File: src/hdl/csa_pkg.sv
// Shared constants and types for the cascaded sensor averager.
package csa_pkg;
  localparam int SHORT_DEPTH = 15;
  localparam int MID_DEPTH   = 4;
  localparam int LONG_DEPTH  = 24;
  localparam int MAX_DEPTH   = (SHORT_DEPTH > MID_DEPTH) ?
                               ((SHORT_DEPTH > LONG_DEPTH) ? SHORT_DEPTH : LONG_DEPTH) :
                               ((MID_DEPTH > LONG_DEPTH) ? MID_DEPTH : LONG_DEPTH);
  localparam int TIME_W  = 32;
  localparam int TEMP_W  = 15;
  localparam int HUMID_W = 14;
  localparam int IDX_W   = $clog2(MAX_DEPTH);
  localparam int CNT_W   = $clog2(MAX_DEPTH + 1);
  localparam int SUM_W   = TEMP_W + $clog2(MAX_DEPTH) + 1;
  localparam int MS_W    = $clog2(SHORT_DEPTH);
  localparam int QS_W    = $clog2(MID_DEPTH);
  localparam int HS_W    = $clog2(LONG_DEPTH);

  localparam logic [1:0] LVL_SHORT = 2'd0;
  localparam logic [1:0] LVL_MID   = 2'd1;
  localparam logic [1:0] LVL_LONG  = 2'd2;

  typedef enum logic [6:0] {
    S_IDLE  = 7'b0000001,
    S_CHECK = 7'b0000010,
    S_SCAN  = 7'b0000100,
    S_DIVGO = 7'b0001000,
    S_DIV   = 7'b0010000,
    S_FIN   = 7'b0100000,
    S_SPARE = 7'b1000000
  } state_t;

  typedef logic signed [TEMP_W-1:0] temp_t;
  typedef logic [HUMID_W-1:0]       humid_t;
  typedef logic signed [SUM_W-1:0]  sum_t;
  typedef logic [CNT_W-1:0]         cnt_t;
endpackage

File: src/hdl/csa_if.sv
// Valid/ready channel interfaces for sensor samples and averaged results.
interface csa_in_if;
  logic                                valid;
  logic                                ready;
  logic [csa_pkg::TIME_W-1:0]          now_ms;
  logic signed [csa_pkg::TEMP_W-1:0]   temp_in;
  logic [csa_pkg::HUMID_W-1:0]         humid_in;
  logic                                reading_ok;
  modport source (output valid, now_ms, temp_in, humid_in, reading_ok, input ready);
  modport sink (input valid, now_ms, temp_in, humid_in, reading_ok, output ready);
endinterface

interface csa_out_if;
  logic                                valid;
  logic                                ready;
  logic                                read_failed;
  logic signed [csa_pkg::TEMP_W-1:0]   temp_now;
  logic [csa_pkg::HUMID_W-1:0]         humid_now;
  logic signed [csa_pkg::TEMP_W-1:0]   temp_avg_short;
  logic signed [csa_pkg::TEMP_W-1:0]   temp_avg_mid;
  logic signed [csa_pkg::TEMP_W-1:0]   temp_avg_long;
  logic [csa_pkg::HUMID_W-1:0]         humid_avg_short;
  logic [csa_pkg::HUMID_W-1:0]         humid_avg_mid;
  logic [csa_pkg::HUMID_W-1:0]         humid_avg_long;
  modport source (output valid, read_failed, temp_now, humid_now, temp_avg_short,
                  temp_avg_mid, temp_avg_long, humid_avg_short, humid_avg_mid,
                  humid_avg_long, input ready);
  modport sink (input valid, read_failed, temp_now, humid_now, temp_avg_short,
                temp_avg_mid, temp_avg_long, humid_avg_short, humid_avg_mid,
                humid_avg_long, output ready);
endinterface

File: src/hdl/csa_div.sv
// Bit-serial signed-by-unsigned divider, truncating toward zero, 0 for divisor 0.
module csa_div (
  input  logic             clk,
  input  logic             rst_n,
  input  logic             start,
  input  csa_pkg::sum_t    dividend,
  input  csa_pkg::cnt_t    divisor,
  output logic             done,
  output csa_pkg::sum_t    quotient
);
  import csa_pkg::*;

  localparam int STEP_W = $clog2(SUM_W + 1);

  logic                busy_r, busy_nxt;
  logic                done_r, done_nxt;
  logic [STEP_W-1:0]   step_r, step_nxt;
  logic [SUM_W-1:0]    dq_r, dq_nxt;
  logic [CNT_W-1:0]    rem_r, rem_nxt;
  cnt_t                dvs_r, dvs_nxt;
  logic                neg_r, neg_nxt;
  sum_t                q_r, q_nxt;
  logic [CNT_W:0]      rem_sh;
  logic                ge;

  // remainder stays below the divisor, so it fits in CNT_W bits
  assign rem_sh = {rem_r, dq_r[SUM_W-1]};
  assign ge     = rem_sh >= {1'b0, dvs_r};

  always_comb begin
    busy_nxt = busy_r;
    done_nxt = 1'b0;
    step_nxt = step_r;
    dq_nxt   = dq_r;
    rem_nxt  = rem_r;
    dvs_nxt  = dvs_r;
    neg_nxt  = neg_r;
    q_nxt    = q_r;
    if (start) begin
      busy_nxt = 1'b1;
      step_nxt = STEP_W'(SUM_W);
      dq_nxt   = dividend[SUM_W-1] ? (~dividend + 1'b1) : dividend;
      rem_nxt  = '0;
      dvs_nxt  = divisor;
      neg_nxt  = dividend[SUM_W-1];
    end else if (busy_r) begin
      rem_nxt  = ge ? CNT_W'(rem_sh - {1'b0, dvs_r}) : rem_sh[CNT_W-1:0];
      dq_nxt   = {dq_r[SUM_W-2:0], ge};
      step_nxt = step_r - 1'b1;
      if (step_r == STEP_W'(1)) begin
        busy_nxt = 1'b0;
        done_nxt = 1'b1;
        if (dvs_r == '0) q_nxt = '0;
        else             q_nxt = neg_r ? -sum_t'({dq_r[SUM_W-2:0], ge})
                                       :  sum_t'({dq_r[SUM_W-2:0], ge});
      end
    end
  end

  always_ff @(posedge clk) begin
    if (!rst_n) begin
      busy_r <= 1'b0;
      done_r <= 1'b0;
      step_r <= '0;
    end else begin
      busy_r <= busy_nxt;
      done_r <= done_nxt;
      step_r <= step_nxt;
    end
    dq_r  <= dq_nxt;
    rem_r <= rem_nxt;
    dvs_r <= dvs_nxt;
    neg_r <= neg_nxt;
    q_r   <= q_nxt;
  end

  assign done     = done_r;
  assign quotient = q_r;
endmodule

File: src/hdl/cascaded_sensor_averager_top.sv
// Top level: sample gate, ring storage, scan sequencer and result register.
// Usage notes
//   in_ch  : one sensor sample per transaction (time, temperature, humidity, ok).
//   out_ch : one result transaction per sample that passes the interval gate;
//            a sample arriving too early is dropped with no result.
//   cfg_we / cfg_wdata : sample interval in ms, reset value 60000.
// Operation
//   A sample is gated and, if its reading is ok, written into the minute
//   rings; then each level (minute, quarter-hour, hour) is scanned one entry
//   per cycle, summed and counted, and divided by a pair of bit-serial dividers.
//   Averages cascade upward when a ring wraps.
// Flow control
//   One sample is processed at a time; in_ch.ready is high only when idle.
// Reset
//   Synchronous active-low rst_n clears all rings, slots and last timestamp.
// Stall
//   The result sits in an output register; the block returns to idle and
//   takes the next sample while it waits, and only holds in its final step
//   if a previous result is still not taken.
module cascaded_sensor_averager_top (
  input  logic                        clk,
  input  logic                        rst_n,
  csa_in_if.sink                      in_ch,
  csa_out_if.source                   out_ch,
  input  logic                        cfg_we,
  input  logic [csa_pkg::TIME_W-1:0]  cfg_wdata
);
  import csa_pkg::*;

  state_t               state_r, state_nxt;
  logic [TIME_W-1:0]    interval_r, last_r, now_r;
  temp_t                temp_r;
  humid_t               humid_r;
  logic                 ok_r;
  logic [1:0]           level_r;
  logic [IDX_W-1:0]     idx_r;
  sum_t                 tsum_r, hsum_r;
  cnt_t                 tcnt_r, hcnt_r;
  logic [MS_W-1:0]      mslot_r;
  logic [QS_W-1:0]      qslot_r;
  logic [HS_W-1:0]      hslot_r;
  logic                 casc_q_r, casc_h_r;
  temp_t                tavg_r [3];
  humid_t               havg_r [3];

  // ring storage
  temp_t                mt_r [SHORT_DEPTH];
  humid_t               mh_r [SHORT_DEPTH];
  temp_t                qt_r [MID_DEPTH];
  humid_t               qh_r [MID_DEPTH];
  temp_t                ht_r [LONG_DEPTH];
  humid_t               hh_r [LONG_DEPTH];

  // result register
  logic                 ovalid_r, ofail_r;
  temp_t                otnow_r, ots_r, otm_r, otl_r;
  humid_t               ohnow_r, ohs_r, ohm_r, ohl_r;

  temp_t                te;
  humid_t               he;
  logic                 last_idx;
  logic                 in_acc, div_start, tdone, hdone;
  sum_t                 tq, hq;
  logic [TIME_W-1:0]    elapsed;

  assign in_acc    = in_ch.valid && in_ch.ready;
  assign in_ch.ready = (state_r == S_IDLE);
  assign div_start = (state_r == S_DIVGO);
  assign elapsed   = now_r - last_r;

  // entry under the scan pointer, and the last-index test, for the current level
  always_comb begin
    unique case (level_r)
      LVL_SHORT: begin
        te = mt_r[idx_r[MS_W-1:0]];
        he = mh_r[idx_r[MS_W-1:0]];
        last_idx = (idx_r == IDX_W'(SHORT_DEPTH - 1));
      end
      LVL_MID: begin
        te = qt_r[idx_r[QS_W-1:0]];
        he = qh_r[idx_r[QS_W-1:0]];
        last_idx = (idx_r == IDX_W'(MID_DEPTH - 1));
      end
      LVL_LONG: begin
        te = ht_r[idx_r[HS_W-1:0]];
        he = hh_r[idx_r[HS_W-1:0]];
        last_idx = (idx_r == IDX_W'(LONG_DEPTH - 1));
      end
      default: begin
        te = '0;
        he = '0;
        last_idx = 1'b1;
      end
    endcase
  end

  csa_div u_tdiv (
    .clk(clk), .rst_n(rst_n), .start(div_start),
    .dividend(tsum_r), .divisor(tcnt_r), .done(tdone), .quotient(tq)
  );

  csa_div u_hdiv (
    .clk(clk), .rst_n(rst_n), .start(div_start),
    .dividend(hsum_r), .divisor(hcnt_r), .done(hdone), .quotient(hq)
  );

  always_comb begin
    state_nxt = state_r;
    unique case (state_r)
      S_IDLE:  if (in_acc) state_nxt = S_CHECK;
      S_CHECK: state_nxt = (elapsed < interval_r) ? S_IDLE : S_SCAN;
      S_SCAN:  if (last_idx) state_nxt = S_DIVGO;
      S_DIVGO: state_nxt = S_DIV;
      S_DIV: begin
        if (tdone && hdone) state_nxt = (level_r == LVL_LONG) ? S_FIN : S_SCAN;
      end
      S_FIN:   if (!ovalid_r || out_ch.ready) state_nxt = S_IDLE;
      default: state_nxt = S_IDLE;
    endcase
  end

  always_ff @(posedge clk) begin
    if (!rst_n) begin
      state_r    <= S_IDLE;
      interval_r <= TIME_W'(60000);
      last_r     <= '0;
      mslot_r    <= '0;
      qslot_r    <= '0;
      hslot_r    <= '0;
      ovalid_r   <= 1'b0;
      for (int i = 0; i < SHORT_DEPTH; i++) begin
        mt_r[i] <= '0;
        mh_r[i] <= '0;
      end
      for (int i = 0; i < MID_DEPTH; i++) begin
        qt_r[i] <= '0;
        qh_r[i] <= '0;
      end
      for (int i = 0; i < LONG_DEPTH; i++) begin
        ht_r[i] <= '0;
        hh_r[i] <= '0;
      end
    end else begin
      state_r <= state_nxt;
      if (cfg_we) interval_r <= cfg_wdata;
      // new result loads into an empty or departing slot; else a taken result clears
      if (state_r == S_FIN && (!ovalid_r || out_ch.ready)) ovalid_r <= 1'b1;
      else if (out_ch.ready)                               ovalid_r <= 1'b0;

      unique case (state_r)
        S_IDLE: begin
          if (in_acc) begin
            now_r   <= in_ch.now_ms;
            temp_r  <= in_ch.temp_in;
            humid_r <= in_ch.humid_in;
            ok_r    <= in_ch.reading_ok;
          end
        end
        S_CHECK: begin
          level_r  <= LVL_SHORT;
          idx_r    <= '0;
          tsum_r   <= '0;
          hsum_r   <= '0;
          tcnt_r   <= '0;
          hcnt_r   <= '0;
          casc_h_r <= 1'b0;
          // minute ring wraps on this sample: its average goes up a level
          casc_q_r <= (elapsed >= interval_r) && ok_r &&
                      (mslot_r == MS_W'(SHORT_DEPTH - 1));
          if (elapsed >= interval_r) begin
            last_r <= now_r;
            if (ok_r) begin
              mt_r[mslot_r] <= temp_r;
              mh_r[mslot_r] <= humid_r;
              if (mslot_r == MS_W'(SHORT_DEPTH - 1)) begin
                mslot_r  <= '0;
              end else begin
                mslot_r <= mslot_r + 1'b1;
              end
            end
          end
        end
        S_SCAN: begin
          tsum_r <= tsum_r + SUM_W'(te);
          hsum_r <= hsum_r + SUM_W'({1'b0, he});
          tcnt_r <= tcnt_r + CNT_W'(te != '0);
          hcnt_r <= hcnt_r + CNT_W'(he != '0);
          idx_r  <= idx_r + 1'b1;
        end
        S_DIVGO: ;
        S_DIV: begin
          if (tdone && hdone) begin
            tavg_r[level_r] <= tq[TEMP_W-1:0];
            havg_r[level_r] <= hq[HUMID_W-1:0];
            // cascade the fresh average one level up when the ring below wrapped
            if (level_r == LVL_SHORT && casc_q_r) begin
              qt_r[qslot_r] <= tq[TEMP_W-1:0];
              qh_r[qslot_r] <= hq[HUMID_W-1:0];
              if (qslot_r == QS_W'(MID_DEPTH - 1)) begin
                qslot_r  <= '0;
                casc_h_r <= 1'b1;
              end else begin
                qslot_r <= qslot_r + 1'b1;
              end
            end
            if (level_r == LVL_MID && casc_h_r) begin
              ht_r[hslot_r] <= tq[TEMP_W-1:0];
              hh_r[hslot_r] <= hq[HUMID_W-1:0];
              if (hslot_r == HS_W'(LONG_DEPTH - 1)) hslot_r <= '0;
              else                                  hslot_r <= hslot_r + 1'b1;
            end
            level_r <= level_r + 1'b1;
            idx_r   <= '0;
            tsum_r  <= '0;
            hsum_r  <= '0;
            tcnt_r  <= '0;
            hcnt_r  <= '0;
          end
        end
        S_FIN: begin
          if (!ovalid_r || out_ch.ready) begin
            ofail_r  <= !ok_r;
            otnow_r  <= ok_r ? temp_r : '0;
            ohnow_r  <= ok_r ? humid_r : '0;
            ots_r    <= tavg_r[LVL_SHORT];
            otm_r    <= tavg_r[LVL_MID];
            otl_r    <= tavg_r[LVL_LONG];
            ohs_r    <= havg_r[LVL_SHORT];
            ohm_r    <= havg_r[LVL_MID];
            ohl_r    <= havg_r[LVL_LONG];
          end
        end
        default: ;
      endcase
    end
  end

  assign out_ch.valid           = ovalid_r;
  assign out_ch.read_failed     = ofail_r;
  assign out_ch.temp_now        = otnow_r;
  assign out_ch.humid_now       = ohnow_r;
  assign out_ch.temp_avg_short  = ots_r;
  assign out_ch.temp_avg_mid    = otm_r;
  assign out_ch.temp_avg_long   = otl_r;
  assign out_ch.humid_avg_short = ohs_r;
  assign out_ch.humid_avg_mid   = ohm_r;
  assign out_ch.humid_avg_long  = ohl_r;
endmodule

File: src/flat_wrapper.sv
// flat-port wrapper written by rule: the top's interface ports become plain ports
module cascaded_sensor_averager_top_flat import csa_pkg::*;
  (clk, rst_n, cfg_we, cfg_wdata, in_ch_valid, in_ch_now_ms, in_ch_temp_in, in_ch_humid_in, in_ch_reading_ok, in_ch_ready, out_ch_valid, out_ch_read_failed, out_ch_temp_now, out_ch_humid_now, out_ch_temp_avg_short, out_ch_temp_avg_mid, out_ch_temp_avg_long, out_ch_humid_avg_short, out_ch_humid_avg_mid, out_ch_humid_avg_long, out_ch_ready);
  csa_in_if in_ch_i ();
  csa_out_if out_ch_i ();
  input  logic clk;
  input  logic rst_n;
  input  logic cfg_we;
  input  logic [csa_pkg::TIME_W-1:0] cfg_wdata;
  input wire logic [$bits(in_ch_i.valid)-1:0] in_ch_valid;
  input wire logic [$bits(in_ch_i.now_ms)-1:0] in_ch_now_ms;
  input wire logic [$bits(in_ch_i.temp_in)-1:0] in_ch_temp_in;
  input wire logic [$bits(in_ch_i.humid_in)-1:0] in_ch_humid_in;
  input wire logic [$bits(in_ch_i.reading_ok)-1:0] in_ch_reading_ok;
  output wire logic [$bits(in_ch_i.ready)-1:0] in_ch_ready;
  output wire logic [$bits(out_ch_i.valid)-1:0] out_ch_valid;
  output wire logic [$bits(out_ch_i.read_failed)-1:0] out_ch_read_failed;
  output wire logic [$bits(out_ch_i.temp_now)-1:0] out_ch_temp_now;
  output wire logic [$bits(out_ch_i.humid_now)-1:0] out_ch_humid_now;
  output wire logic [$bits(out_ch_i.temp_avg_short)-1:0] out_ch_temp_avg_short;
  output wire logic [$bits(out_ch_i.temp_avg_mid)-1:0] out_ch_temp_avg_mid;
  output wire logic [$bits(out_ch_i.temp_avg_long)-1:0] out_ch_temp_avg_long;
  output wire logic [$bits(out_ch_i.humid_avg_short)-1:0] out_ch_humid_avg_short;
  output wire logic [$bits(out_ch_i.humid_avg_mid)-1:0] out_ch_humid_avg_mid;
  output wire logic [$bits(out_ch_i.humid_avg_long)-1:0] out_ch_humid_avg_long;
  input wire logic [$bits(out_ch_i.ready)-1:0] out_ch_ready;
  assign in_ch_i.valid = in_ch_valid;
  assign in_ch_i.now_ms = in_ch_now_ms;
  assign in_ch_i.temp_in = in_ch_temp_in;
  assign in_ch_i.humid_in = in_ch_humid_in;
  assign in_ch_i.reading_ok = in_ch_reading_ok;
  assign in_ch_ready = in_ch_i.ready;
  assign out_ch_valid = out_ch_i.valid;
  assign out_ch_read_failed = out_ch_i.read_failed;
  assign out_ch_temp_now = out_ch_i.temp_now;
  assign out_ch_humid_now = out_ch_i.humid_now;
  assign out_ch_temp_avg_short = out_ch_i.temp_avg_short;
  assign out_ch_temp_avg_mid = out_ch_i.temp_avg_mid;
  assign out_ch_temp_avg_long = out_ch_i.temp_avg_long;
  assign out_ch_humid_avg_short = out_ch_i.humid_avg_short;
  assign out_ch_humid_avg_mid = out_ch_i.humid_avg_mid;
  assign out_ch_humid_avg_long = out_ch_i.humid_avg_long;
  assign out_ch_i.ready = out_ch_ready;
  cascaded_sensor_averager_top u_core (.clk(clk), .rst_n(rst_n), .in_ch(in_ch_i), .out_ch(out_ch_i), .cfg_we(cfg_we), .cfg_wdata(cfg_wdata));
endmodule
File: config.mk
export PLATFORM = sky130hd
export DESIGN_NAME = cascaded_sensor_averager_top_flat
export DESIGN_NICKNAME = d
export VERILOG_FILES = /design/src/hdl/csa_pkg.sv /design/src/hdl/csa_if.sv /design/src/hdl/csa_div.sv /design/src/hdl/cascaded_sensor_averager_top.sv /design/src/flat_wrapper.sv
export SDC_FILE = /design/constraint.sdc
export NUM_CORES = 2
export LEC_CHECK = 0
export ABC_AREA = 1
export BUFFER_PORTS_ARGS = -buffer_cell sky130_fd_sc_hd__buf_2
export CORE_ASPECT_RATIO = 0.75
export CORE_MARGIN = 1.5
export CORE_UTILIZATION = 45
export CTS_CLUSTER_DIAMETER = 120
export CTS_CLUSTER_SIZE = 40
export DETAILED_ROUTE_END_ITERATION = 8
export GPL_ROUTABILITY_DRIVEN = 0
export MAX_ROUTING_LAYER = met4
export SLEW_MARGIN = 10
export SYNTH_ARGS = -nofsm -noshare
export SYNTH_HDL_FRONTEND = slang
export SYNTH_HIERARCHICAL = 1
export SYNTH_SLANG_ARGS = --single-unit
File: constraint.sdc
create_clock -name clk -period 13.7 [get_ports clk]
set_input_delay 2.055 -clock clk [delete_from_list [all_inputs] [get_ports clk]]
set_output_delay 2.055 -clock clk [all_outputs]
set_load 0.005 [all_outputs]
==> results.txt <==
Status = finished clean
Root Buffer = clkbuf_16
Via density = 5.65
Post-route setup slack = 7260 ps
CP max stage cell = buf_4
Setup CP Type = reg -> reg
Worst EP arrival = 6990 ps
R2r setup slk = 7260 ps
Vias = 66460
Worst-margin pin slew = 1270 ps
Hold EP = u_core/out_ch.temp_avg_mid[2]$_DFFE_PP_
Io pins = 218
Syn Area/Cell = 9.97 um^2
Clock tree from TritonCTS = yes
Routed wl met2 = 117 mm
Hold Path Class = reg -> reg
Part of the cycle the worst path needs = 47.0%
Max_slew headroom = 14.8%
Vias in the first global route = 61431
Initial DRC Count = 9137
Clock Skew = 57.1 ps
Gr usage total = 26.5%
Clock Latency Late Sink = 800 ps
Worst-case vdd ir drop = 0.000120 V
Initial antenna violation count = 6
Share of layout cells above drive strength 1 = 6.78%
WL final = 272 mm
Max_cap viols = 0
I/O Buffers = 217
Kind of end point of the critical path = flip-flop
Hpwl dp = 169 mm
Die Wd = 525 um
Setup violators final = 0
Post-layout nets = 9275
Hold Buf Count CTS = 0
Initial Util = 45.3%
CP peak stage delay = 810 ps
Syn. warnings = 6
Fin. max-slew vios = 0
Area Overhead vs Synth = 5.56%
CP cell instances = inv_16 -> buf_4 -> buf_4 -> nand2_1 -> nand3_1 -> nand3_1 -> nand2_1 -> nand2_1 -> nand3_1 -> nand3_1 -> a21oi_1 -> ha_1 -> fa_1 -> nand3_1 -> nand3_1 -> a31oi_1 -> o21ai_0 -> a21oi_1 -> o21ai_0 -> nand3_1 -> nand2_1 -> nor2_1
M1 WL = 119 mm
CP Data Required Time = 14250 ps
H-tree depth = 2
Worst-path maximum fanout = 191
Most frequent cells in the layout = 2048 x nand2_1, 1918 x edfxtp_1, 1806 x nor2_1, 1058 x nand3_1, 422 x inv_1
Area of the mapped netlist = 91800 um^2
Final non-filler cell total = 11768
Unrepaired setup endpoints after global routing = no
Hold slack = 422 ps
CTS Buf Count = 58
CTS resizes = 0
Uppermost layer routed = met4
Reg2Reg Depth = 22
Die area = 207000 um^2
Residual DRC = 0
Total Power = 11.9 mW
Largest net degree at the start of global routing = 192
Startpoint Class = flip-flop
CP most frequent cell = nand3_1
Most common cell after layout, fill and taps aside = nand2_1
Post-CTS Setup Bufs = 0
Global route overflow = 0
HP Start = u_core/tavg_r[1][2]$_DFFE_PP_
CTS Buffer Depth = 3
WL met3 = 29.2 mm
Fillcell total = 18760
Fmax = 155 MHz
Worst-path clk slew = 150 ps
Core Box Area = 203000 um^2
WHS Path Cells = 0
Dpl cells = 11664
Tmin final = 6440 ps
First-pass GRT wire length = 403 mm
Syn_nets = 9439
Pre-CTS WS = 7550 ps
Antenna Nets Post-Route = 0
Hold violation count in the final report = 0
Leakage = 37.5 nW
R2R Path End = u_core/hsum_r[18]$_SDFFCE_PN0P_
Chip height = 394 um
Instance count of the mapped netlist = 9206
Pwr dens = 123 nW/um^2
# clock sinks = 2029
Average wire per standard cell = 23.1 um
Detailed Routing Iterations Pass 1 = 8
Row count = 143
Final setup TNS = 0 ps
[per-stage QoR]
step,utilization (%),instance area [um^2]
after global routing,47.8,96900
after detailed placement,46.9,95200
after global placement,46.9,95200
after CTS,47.8,96900
final,47.8,96900
after floorplan,-,91800
[state kept, by name (all words and copies together) (netlist names), 21 cells and up, named ones only]
name and cells:
u_core/tsum_r 21, u_core/interval_r 32, u_core/qt_r 60, u_core/u_hdiv/dq_r 21, u_core/hh_r 448, u_core/u_tdiv/dq_r 21, u_core/hsum_r 21, u_core/ht_r 480
u_core/mt_r 240, u_core/last_r 32, u_core/now_r 32, u_core/tavg_r 45, u_core/mh_r 224, u_core/qh_r 56, u_core/havg_r 42
[critical path: cells and delay by family (launching register included)]
kind	cells	cell delay, ps
compound gates	5	1670
buf+inv	3	1960
simple gates	12	1180
fa+ha+maj	2	440
flops	1	530
[worst max-delay path by stage]
stage | start | end | cells after the start
final | flip-flop | u_core/hsum_r[18]$_SDFFCE_PN0P_ | 22
after global routing | flip-flop | u_core/hsum_r[18]$_SDFFCE_PN0P_ | 22
after CTS | flip-flop | u_core/hsum_r[18]$_SDFFCE_PN0P_ | 22
after detailed placement | flip-flop | u_core/hsum_r[18]$_SDFFCE_PN0P_ | 20
after global placement | flip-flop | u_core/hsum_r[18]$_SDFFCE_PN0P_ | 20
after floorplan | rst_n | u_core/out_ch.humid_avg_long[0]$_DFFE_PP_ | 5
[layout make-up]
cell class | instances | area (um^2) | share of cell area (%)
Clock buffer | 91 | 1620 | 1.67
Inverter | 482 | 1850 | 1.91
Clock inverter | 8 | 124 | 0.128
Tap cell | 2682 | 3360 | 3.46
Sequential cell | 2029 | 59800 | 61.7
Timing Repair Buffer | 377 | 2390 | 2.47
Antenna cell | 5 | 12.5 | 0.0129
Multi-Input combinational cell | 6094 | 27700 | 28.6
[report_power, final]
| part | leakage [nW] | total [mW] | internal, mW | switching (mW) |
|---|---|---|---|---|
| clock network | 0.830 | 2.69 | 0.845 | 1.84 |
| logic | 17.4 | 2.14 | 0.578 | 1.56 |
| registers | 19.3 | 7.11 | 6.99 | 0.120 |
| total | 37.5 | 11.9 | 8.42 | 3.52 |
[layer usage]
metal / vias to the layer above / global-route usage (%)
li1: 30487 / -
met1: 32454 / 38.9
met2: 3230 / 38.2
met3: 289 / 5.06
met4: 0 / 5.72
met5: - / -
Power figures use the tool's default switching activity.
